[config.mk]
export PLATFORM = sky130hd
export DESIGN_NAME = bounded_ordered_list_engine
export DESIGN_NICKNAME = d
export VERILOG_FILES = /design/src/rtl/bole_pkg.sv /design/src/rtl/bole_cell.sv /design/src/rtl/bounded_ordered_list_engine.sv
export SDC_FILE = /design/constraint.sdc
export NUM_CORES = 2
export LEC_CHECK = 0
export ABC_CLOCK_PERIOD_IN_PS = 13850
export BUFFER_PORTS_ARGS = -buffer_cell sky130_fd_sc_hd__buf_2
export CAP_MARGIN = 20
export CELL_PAD_IN_SITES_DETAIL_PLACEMENT = 2
export CELL_PAD_IN_SITES_GLOBAL_PLACEMENT = 2
export CORE_MARGIN = 2
export CORE_UTILIZATION = 43
export DETAILED_ROUTE_END_ITERATION = 8
export HOLD_SLACK_MARGIN = 0.15
export PLACE_DENSITY = 0.91
export SETUP_SLACK_MARGIN = 0.5
export SLEW_MARGIN = 20
export SYNTH_ARGS = -nofsm -noshare
export SYNTH_HDL_FRONTEND = slang
export SYNTH_SLANG_ARGS = --single-unit
[constraint.sdc]
create_clock -name clk -period 13.85 [get_ports clk]
set_input_delay 2.77 -clock clk [delete_from_list [all_inputs] [get_ports clk]]
set_output_delay 2.77 -clock clk [all_outputs]
set_load 0.01 [all_outputs]
[src/rtl/bole_pkg.sv]
// Types, constants and codes of the ordered list engine.
// Used by the cell, the top level and the checker; depends on nothing.
`timescale 1ns / 1ps

package bole_pkg;

  localparam int CAPACITY = 16;
  localparam int IDX_W    = $clog2(CAPACITY);
  localparam int CNT_W    = $clog2(CAPACITY + 1);
  localparam int SORT_W   = $clog2(CAPACITY);
  localparam int VAL_W    = 32;
  localparam int OUT_CNT_W = 5;

  typedef enum logic [2:0] {
    OP_PUSH_FRONT = 3'd0,
    OP_PUSH_BACK  = 3'd1,
    OP_POP_FRONT  = 3'd2,
    OP_POP_BACK   = 3'd3,
    OP_SEARCH     = 3'd4,
    OP_SORT       = 3'd5,
    OP_INSERT     = 3'd6,
    OP_REMOVE     = 3'd7
  } opcode_t;

  typedef enum logic [1:0] {
    STAT_OK       = 2'd0,
    STAT_EMPTY    = 2'd1,
    STAT_FULL     = 2'd2,
    STAT_NOTFOUND = 2'd3
  } status_t;

  typedef enum logic [2:0] {
    CELL_HOLD,
    CELL_SHIFT_R,
    CELL_SHIFT_L,
    CELL_PUT_AT_COUNT,
    CELL_REMOVE,
    CELL_INSERT,
    CELL_SORT
  } cell_op_t;

  typedef enum logic {
    ST_IDLE,
    ST_SORT
  } state_t;

  typedef struct packed {
    cell_op_t                kind;
    logic signed [VAL_W-1:0] value;
    logic [CNT_W-1:0]        count;
    logic                    phase;
  } cell_cmd_t;

endpackage

[src/rtl/bole_cell.sv]
// One cell of the list chain: holds one element and moves it to or from its neighbors.
// Depends on bole_pkg.
`timescale 1ns / 1ps

module bole_cell (
  input  logic                             clk,
  input  logic [bole_pkg::IDX_W-1:0]       idx,
  input  bole_pkg::cell_cmd_t              cmd,
  input  logic signed [bole_pkg::VAL_W-1:0] left_data,
  input  logic signed [bole_pkg::VAL_W-1:0] right_data,
  input  logic                             match_prev,
  input  logic                             ins_prev,
  input  logic                             swap_prev,
  output logic signed [bole_pkg::VAL_W-1:0] data,
  output logic                             match_out,
  output logic                             ins_out,
  output logic                             swap_out
);
  import bole_pkg::*;

  logic [CNT_W-1:0]        pos;
  logic                    held;
  logic                    at_count;
  logic                    ins_self;
  logic                    right_held;
  logic signed [VAL_W-1:0] data_next;

  assign pos        = CNT_W'(idx);
  assign held       = pos < cmd.count;
  assign at_count   = pos == cmd.count;
  assign right_held = (pos + CNT_W'(1)) < cmd.count;

  assign match_out = match_prev | (held && (data == cmd.value));

  // The new value belongs here if it fits between the left neighbor and this element,
  // or if this is the first free place.
  assign ins_self = at_count ||
                    (held && (cmd.value <= data) && ((idx == '0) || (left_data <= cmd.value)));
  assign ins_out  = ins_prev | ins_self;

  assign swap_out = (cmd.kind == CELL_SORT) && (idx[0] == cmd.phase) && right_held &&
                    (data > right_data);

  always_comb begin
    data_next = data;
    case (cmd.kind)
      CELL_SHIFT_R: data_next = (idx == '0) ? cmd.value : left_data;
      CELL_SHIFT_L: data_next = right_data;
      CELL_PUT_AT_COUNT: begin
        if (at_count) begin
          data_next = cmd.value;
        end
      end
      CELL_REMOVE: begin
        if (match_out) begin
          data_next = right_data;
        end
      end
      CELL_INSERT: begin
        if (ins_prev) begin
          data_next = left_data;
        end else if (ins_self) begin
          data_next = cmd.value;
        end
      end
      CELL_SORT: begin
        if (swap_out) begin
          data_next = right_data;
        end else if (swap_prev) begin
          data_next = left_data;
        end
      end
      default: data_next = data;
    endcase
  end

  always_ff @(posedge clk) begin
    data <= data_next;
  end

endmodule

[src/rtl/bounded_ordered_list_engine.sv]
// Top level of the ordered list engine: control, element count, cell chain, result register.
// Depends on bole_pkg and bole_cell.
//
//   channel   direction  tdata                    tuser
//   s_*       in         value[31:0]              opcode[2:0]
//   m_*       out        count[4:0], zero pad     status[1:0]
//
// Every operation but sort is applied in the cycle its beat is accepted, and its result
// beat is valid in the next cycle. Sort runs CAPACITY odd-even transposition steps in the
// cell chain, and its result beat is registered at the end of the last step. A new beat is
// taken while idle and the result register is empty or being read. Reset (synchronous,
// active high) empties the list and the result register; element contents are not cleared.
`timescale 1ns / 1ps

module bounded_ordered_list_engine (
  input  logic        clk,
  input  logic        rst,
  input  logic        s_tvalid,
  output logic        s_tready,
  input  logic [31:0] s_tdata,   // value[31:0]
  input  logic [2:0]  s_tuser,   // opcode[2:0]
  output logic        m_tvalid,
  input  logic        m_tready,
  output logic [7:0]  m_tdata,   // count[4:0], zeros[7:5]
  output logic [1:0]  m_tuser    // status[1:0]
);
  import bole_pkg::*;

  state_t              state, state_next;
  logic [CNT_W-1:0]    count, count_next;
  logic [SORT_W-1:0]   sort_cnt;
  logic                sort_last;
  logic                accept;
  logic                out_load;
  status_t             status_next;
  cell_cmd_t           cmd;
  cell_op_t            kind;
  opcode_t             op;
  logic                empty;
  logic                full;
  logic                found;

  logic signed [VAL_W-1:0] cell_data [CAPACITY];
  logic [CAPACITY-1:0]     match_chain;
  logic [CAPACITY-1:0]     ins_chain;
  logic [CAPACITY-1:0]     swap_chain;

  assign op        = opcode_t'(s_tuser);
  assign accept    = s_tvalid && s_tready;
  assign empty     = count == '0;
  assign full      = count == CNT_W'(CAPACITY);
  assign found     = match_chain[CAPACITY-1];
  assign sort_last = sort_cnt == SORT_W'(CAPACITY - 1);

  assign cmd.kind  = kind;
  assign cmd.value = $signed(s_tdata);
  assign cmd.count = count;
  assign cmd.phase = sort_cnt[0];

  genvar g;
  generate
    for (g = 0; g < CAPACITY; g++) begin : g_cell
      bole_cell u_cell (
        .clk        (clk),
        .idx        (IDX_W'(g)),
        .cmd        (cmd),
        .left_data  ((g == 0) ? '0 : cell_data[(g == 0) ? 0 : g - 1]),
        .right_data ((g == CAPACITY - 1) ? '0 : cell_data[(g == CAPACITY - 1) ? g : g + 1]),
        .match_prev ((g == 0) ? 1'b0 : match_chain[(g == 0) ? 0 : g - 1]),
        .ins_prev   ((g == 0) ? 1'b0 : ins_chain[(g == 0) ? 0 : g - 1]),
        .swap_prev  ((g == 0) ? 1'b0 : swap_chain[(g == 0) ? 0 : g - 1]),
        .data       (cell_data[g]),
        .match_out  (match_chain[g]),
        .ins_out    (ins_chain[g]),
        .swap_out   (swap_chain[g])
      );
    end
  endgenerate

  always_comb begin
    state_next = state;
    case (state)
      ST_IDLE: begin
        if (accept && (op == OP_SORT)) begin
          state_next = ST_SORT;
        end
      end
      ST_SORT: begin
        if (sort_last) begin
          state_next = ST_IDLE;
        end
      end
      default: state_next = ST_IDLE;
    endcase
  end

  always_comb begin
    s_tready    = 1'b0;
    kind        = CELL_HOLD;
    status_next = STAT_OK;
    count_next  = count;
    out_load    = 1'b0;
    case (state)
      ST_IDLE: begin
        s_tready = !m_tvalid || m_tready;
        if (accept) begin
          out_load = op != OP_SORT;
          case (op)
            OP_PUSH_FRONT, OP_PUSH_BACK, OP_INSERT: begin
              if (full) begin
                status_next = STAT_FULL;
              end else begin
                count_next = count + CNT_W'(1);
                case (op)
                  OP_PUSH_FRONT: kind = CELL_SHIFT_R;
                  OP_PUSH_BACK:  kind = CELL_PUT_AT_COUNT;
                  default:       kind = CELL_INSERT;
                endcase
              end
            end
            OP_POP_FRONT, OP_POP_BACK: begin
              if (empty) begin
                status_next = STAT_EMPTY;
              end else begin
                count_next = count - CNT_W'(1);
                kind       = (op == OP_POP_FRONT) ? CELL_SHIFT_L : CELL_HOLD;
              end
            end
            OP_SEARCH: status_next = found ? STAT_OK : STAT_NOTFOUND;
            OP_REMOVE: begin
              if (empty) begin
                status_next = STAT_EMPTY;
              end else if (found) begin
                count_next = count - CNT_W'(1);
                kind       = CELL_REMOVE;
              end else begin
                status_next = STAT_NOTFOUND;
              end
            end
            default: kind = CELL_HOLD;
          endcase
        end
      end
      ST_SORT: begin
        kind     = CELL_SORT;
        out_load = sort_last;
      end
      default: kind = CELL_HOLD;
    endcase
  end

  always_ff @(posedge clk) begin
    if (rst) begin
      state    <= ST_IDLE;
      count    <= '0;
      sort_cnt <= '0;
      m_tvalid <= 1'b0;
    end else begin
      state <= state_next;
      count <= count_next;
      if (state == ST_SORT) begin
        sort_cnt <= sort_cnt + SORT_W'(1);
      end else begin
        sort_cnt <= '0;
      end
      if (out_load) begin
        m_tvalid <= 1'b1;
      end else if (m_tready) begin
        m_tvalid <= 1'b0;
      end
    end
  end

  always_ff @(posedge clk) begin
    if (out_load) begin
      m_tdata <= 8'(OUT_CNT_W'(count_next));
      m_tuser <= status_next;
    end
  end

endmodule

======== Word-level counts from Yosys, hierarchy flattened ========
Cells that the tools add are included.
Widths: inputs -> output; s select.
storage, ports and cells
  register bits after elaboration ......... 530
  bits in latches ......................... 0
  memory bits (writable) .................. 0
  bits in read-only memories .............. 0
  output and inout port bits .............. 12
  memories kept ........................... 0
operators by class
  add/subtract/negate cells ............... 3
  multipliers ............................. 0
  divide/modulo/power cells ............... 0
  order comparisons ....................... 64
  equality and inequality tests ........... 111
  shifts and indexed selects .............. 0
  mux-type cells .......................... 139
  bitwise gates (word level) .............. 32
  reductions and logical operators ........ 125
operators with widths
  operator             number
  $pmux 32 s6          16
  $mux 32              94
  $le 32x32->1         31
  $eq 32x32->1         16
  $gt 32x32->1         15
  $ne 3x1->1 const B   30
  $logic_and 1x1->1    83
  $reduce_and 5->1     16
  $ne 2x1->1 const B   33
  $eq 4x5->1 const A   8
  $lt 4x5->1 const A   8
  $gt 32x1->1 const B  1
  $mux 5               6
  $or 1x1->1           29
  $eq 3x3->1 const B   7
  $eq 3x5->1 const A   4
  $lt 3x5->1 const A   4
  $logic_or 1x1->1     17
  $pmux 5 s3           1
  $eq 3x2->1 const B   4
  $mux 3               4
  $pmux 3 s2           2
  $eq 2x5->1 const A   2
  $lt 1x5->1 const A   2
  24 further kinds     41

======== Logic depth before layout (Yosys ltp) ========
  depth in word-level cells ............... 29
  gate-level depth with buffers ........... 15
  mapped depth without buffers ............ 13

======== Hierarchy ========
A second synthesis with hierarchy kept.
unflattened totals
  cells, all modules ...................... 8485
  area, all modules ....................... 72366.9 um2
modules (own cells, without submodules)
  module                              instances  cells an instance  area each (um2)
  bole_cell at g_cell[10].u_cell ...  15         522                4451.8
  bole_cell at g_cell[0].u_cell       1          520                4394.2
  bounded_ordered_list_engine         1          135                1196.1

======== Least setup slack after synthesis ========
OpenSTA, ideal clock, no wires.
  path kind ............................... input-to-reg
  start point ............................. input port s_tdata[31]
  end point ............................... register g_cell[1].u_cell.data[0] (netlist bit), enable pin
  setup time .............................. 594 ps
  arrival ................................. 10120 ps
  setup slack ............................. 3135 ps
  stages on the path ...................... 9
  path buffers ............................ 0
  cells stage by stage .................... inv_1 > ha_1 > nand4_1 > or4_1 > or4b_2 > o21ai_0 > or2_2 > o21ai_0 > a2111oi_0
between the ends
  longest elaborated chain between the ends .. 28
  elaborated cells on any way between the ends .. 78
  classes of those cells .................. order compare (3); eq/ne (26); mux (5); bitwise (15); reduce/logical (29)
ends and longest elaborated chain
  item                                   RTL line                            source
  from (decl)                            bounded_ordered_list_engine.sv:20   input logic [31:0] s_tdata,
  $eq 32x32->1                           bole_cell.sv:33                     assign match_out = match_prev | (held && (data == cmd.value));
  $logic_and 1x1->1                      bole_cell.sv:33
  $or 1x1->1 (15 in series)              bole_cell.sv:33
  $mux 3                                 bounded_ordered_list_engine.sv:133  end else if (found) begin
  $mux 3                                 bounded_ordered_list_engine.sv:131  if (empty) begin
  $pmux 3 s3                             bounded_ordered_list_engine.sv:108  case (op)
  $mux 3                                 bounded_ordered_list_engine.sv:106  if (accept) begin
  $pmux 3 s2                             bounded_ordered_list_engine.sv:103  case (state)
  $eq 3x3->1                             bole_cell.sv:41, bole_cell.sv:46
  $logic_and 1x1->1 (3 in series)        bole_cell.sv:41                     assign swap_out = (cmd.kind == CELL_SORT) && (idx[0] == cmd.phase) && right_held &&
  $ne 3x1->1 (no source line)            --
  $reduce_and 5->1 (no source line) (*)  --
  to (signal assigned)                   bole_cell.sv:78                     data <= data_next;
  to (decl)                              bole_cell.sv:14                     output logic signed [bole_pkg::VAL_W-1:0] data,
Mark *: on every way between the ends. The rest lies on a longest branch, timed or not.
A chain may end at the register's enable or synchronous reset.

======== Worst setup path in the final report ========
  start point ............................. input port s_tdata[28]
  end point ............................... register g_cell[10].u_cell.data[25] (netlist bit), enable pin
between the ends
  longest elaborated chain between the ends .. 28
  elaborated cells on any way between the ends .. 132
  classes of those cells .................. order compare (21); eq/ne (26); mux (5); bitwise (24); reduce/logical (56)
ends and longest elaborated chain
  item                                   RTL line
  $eq 32x32->1                           bole_cell.sv:33
  $logic_and 1x1->1                      bole_cell.sv:33
  $or 1x1->1 (15 in series)              bole_cell.sv:33
  $mux 3                                 bounded_ordered_list_engine.sv:133
  $mux 3                                 bounded_ordered_list_engine.sv:131
  $pmux 3 s3                             bounded_ordered_list_engine.sv:108
  $mux 3                                 bounded_ordered_list_engine.sv:106
  $pmux 3 s2                             bounded_ordered_list_engine.sv:103
  $eq 3x3->1                             bole_cell.sv:41, bole_cell.sv:46
  $logic_and 1x1->1 (3 in series)        bole_cell.sv:41
  $ne 3x1->1 (no source line)            --
  $reduce_and 5->1 (no source line) (*)  --
  to (signal assigned)                   bole_cell.sv:78
  to (decl)                              bole_cell.sv:14
Marked as above.

==> impl_metrics.yaml <==
global_routing:
  grt.overflow.total: 0
  grt_max_degree: 66
  antenna_found_initial: 20
  grtUsageTotal_pct: 45.5
  grt_pass1_vias: 57800
  grt_pass1_wl_um: 409000
place:
  gp_congestion: 1.04
  place_ws_ns: 4.00
  dp_hpwl_um: 199000
  port_buffers: 47
routing:
  ant_nets: 0
  drtIter0Drc: 7660
  drt_first_pass_iters: 8
  route.vias.total: 54300
  met3WireLength_um: 36300
  wl_met2_um: 121000
  dr.max_layer_used: "met5"
  vias_per_cell: 7.69
  wl_met1_um: 105000
  post-route-drc-count: 0
  wirelength_um: 284000
  wl_per_cell_um: 40.2
worst_setup_path:
  crit_fanout: 44
  start_kind: "input pin"
  reg2reg_to: "g_cell[10].u_cell.data[25]$_DFFE_PP_"
  worstSetupPathType: "in -> reg"
  max_stage_delay_ns: 1.05
  worstPathArrival_ns: 10.13
  ff2ff_path_depth: 13
  crit_chain: "buf_2, inv_1, ha_1, nand4_1, nor4_1, nand2_1, o221ai_1, nor4_1, o21ai_1, or3_2, nor2_1, or4_1, a21oi_4, buf_16"
  cpMostUsedCell: "nor4_1"
  cp.required_ns: 14.23
  reg2reg_slack_ns: 6.77
  r2r_start: "g_cell[10].u_cell.data[22]$_DFFE_PP_"
  slowest_stage: "or3_2"
  end_kind: "register"
timing:
  clock_skew_ns: 0.0436
  fin_crit_sh_pct: 70.4
  fmax_mhz: 103
  slew_violations: 0
  maxSlewHeadroom_pct: 17.3
  rsz0062_at_grt: "false"
  timing_worst_slew_pin_value_ns: 1.24
  layout_setup_ws_ns: 4.10
  period_minus_slack_ns: 9.75
  final-setup-viol-count: 0
  hold_viol_final: 0
  tns_ns: 0
synth:
  synthCells: 5448
  synth_seq_cells: 530
  synth.distinct_cells: 101
  syn_avg_cell_area_um2: 9.36
  synth.area.top_cells: "edfxtp_1, ha_1, a221o_1"
  yosysSeqAreaShare_pct: 31.0
  synth_edf_count: 519
  synth_common_cells: "ha_1, inv_1, edfxtp_1"
  yosys.area.top_type: "edfxtp_1"
  synth_area_mm2: 0.0510
  ys_warn_count: 0
  synth-main-ff-cell: "edfxtp_1"
  synth_most_common_cell: "ha_1"
  ys_async_sr_fraction_pct: 0
  yosys.area.top_type_share_pct: 30.6
floorplan:
  ios: 51
  die_h_um: 348
  core_mm2: 0.118
  num_rows: 126
  die_w_um: 348
  die_area_mm2: 0.121
  start_util_pct: 43.3
pwr:
  total_leakage_power_uw: 0.0246
  ir_drop_v: 0.0000941
  p_per_area_mw_per_mm2: 126
final_layout:
  area_growth_syn_to_layout_pct: 9.99
  nFillCells: 12300
  nets: 6497
  drive_gt1_share_pct: 7.38
min_path:
  hold_start: "sort_cnt[3]$_SDFF_PP0_"
  hp-class: "reg -> reg"
  hold_end: "sort_cnt[3]$_SDFF_PP0_"
  min_path_cells: 2
clock_tree:
  htree_levels: 3
  numCtsBuffers: 71
  cts.sinks: 530
  cts_tree: "yes"
  cts.repair.resized: 0
  cts_setup_buffers: 0
  ctsRootBufferMaster: "clkbuf_16"
  cts_hold_buf: 0
  cts.path.max_buffers: 3
  path_clk_slew_ns: 0.06
  clk_latency_ns: 0.71
status:
  run_status: "finished, final reports clean"
job:
  max-cap-violations: 0
-- per-layer routing --
metal  up-vias  GRT usage [%]
li1      21200              -
met1     27000           57.1
met2      4566           69.4
met3      1492           12.0
met4        18           28.9
met5         -              0
-- layout make-up --
cell class	instances	area, µm²	area share [%]
clock inverters	39	559	0.997
multi-input cells	4117	32500	57.9
inverters	567	2130	3.80
flip-flops and latches	530	15800	28.2
diodes	5	12.5	0.0223
repair buffers	173	1220	2.18
clock buffers	92	1950	3.47
well taps	1536	1920	3.43
-- through the flow --
stage	instance area [µm²]	hold slack, ns	total power, µW	cells	util (%)
floorplan	51000	0.480	3630	5450	-
global placement	53500	0.496	4380	6921	45.4
detailed placement	53500	0.550	4650	6922	45.4
CTS	56000	0.557	6900	7053	47.6
global route	56100	0.592	7210	7055	47.6
finish	56100	0.577	7070	7059	47.6
-- sequential cells by signal, indices dropped and copies added, names as in the netlist --
name,count
g_cell.u_cell.data,512
count,5
m_tdata,5
sort_cnt,4
m_tuser,2
m_tvalid,1
state,1
-- report_power, final --
| group | switching, µW | internal [µW] |
|---|---|---|
| combinational | 1670 | 893 |
| sequential | 309 | 2050 |
| clock | 892 | 1260 |
| total | 2870 | 4200 |
-- critical path, delay by kind of cell --
kind                       cells  cell delay [ns]
and+or+nand+nor                7             3.61
AOI/OAI and AO/OA              3             1.61
buffers and inverters          3             1.57
adders and majority gates      1             0.52
-- worst max path at each step --
stage / depth (start not counted) / slack (ns) / to / from
after CTS: 14 / 4.50 / g_cell[5].u_cell.data[24]$_DFFE_PP_ / s_tdata[28]
after global placement: 13 / 4.07 / g_cell[10].u_cell.data[24]$_DFFE_PP_ / s_tdata[28]
after global routing: 14 / 4.18 / g_cell[10].u_cell.data[21]$_DFFE_PP_ / s_tdata[28]
after floorplan: 9 / 3.14 / g_cell[1].u_cell.data[0]$_DFFE_PP_ / s_tdata[31]
final: 14 / 4.10 / g_cell[10].u_cell.data[25]$_DFFE_PP_ / s_tdata[28]
after detailed placement: 14 / 4.00 / g_cell[10].u_cell.data[27]$_DFFE_PP_ / s_tdata[28]
-- cells by family (layout without fill, tap and decap cells) --
family                     count (synthesis)  count (layout)  synth area share, %
muxes                                     10              10                0.206
and+or+nand+nor                         1344            1344                 13.3
AOI/OAI and AO/OA                       1752            1752                 24.8
xor gates and xnor gates                  10              10                0.172
DFF                                      530             530                 31.0
other                                      1               8              0.00735
buffers and inverters                    803             871                 6.03
adders and majority gates                998             998                 24.5
-- cells in the final DEF (no fill, tap or decap), types with 11 or more instances in the layout --
| cell type | count |
|---|---|
| buf_4 | 124 |
| a211oi_1 | 47 |
| nor2_1 | 328 |
| nand4_1 | 234 |
| bufinv_16 | 14 |
| ha_1 | 998 |
| dfxtp_1 | 11 |
| a22o_1 | 34 |
| a21oi_1 | 429 |
| clkbuf_1 | 14 |
| nor4_1 | 41 |
| nand3_1 | 92 |
| a21boi_0 | 42 |
| a31oi_1 | 54 |
| a22oi_1 | 33 |
| buf_2 | 47 |
| or3_1 | 16 |
| a2111oi_0 | 20 |
| and2_1 | 75 |
| o221a_2 | 29 |
| a221o_1 | 324 |
| a221oi_1 | 16 |
| inv_1 | 566 |
| clkbuf_16 | 73 |
| a21o_1 | 176 |
| o21ai_0 | 240 |
| edfxtp_1 | 519 |
| a211o_1 | 14 |
| o221ai_1 | 74 |
| o31ai_1 | 18 |
| and3_1 | 15 |
| nor2b_1 | 61 |
| o211ai_1 | 37 |
| nand2b_1 | 29 |
| nor3_1 | 60 |
| o2111ai_1 | 11 |
| nand2_1 | 308 |
| o21a_1 | 43 |
(Power assumes the default switching activity.)
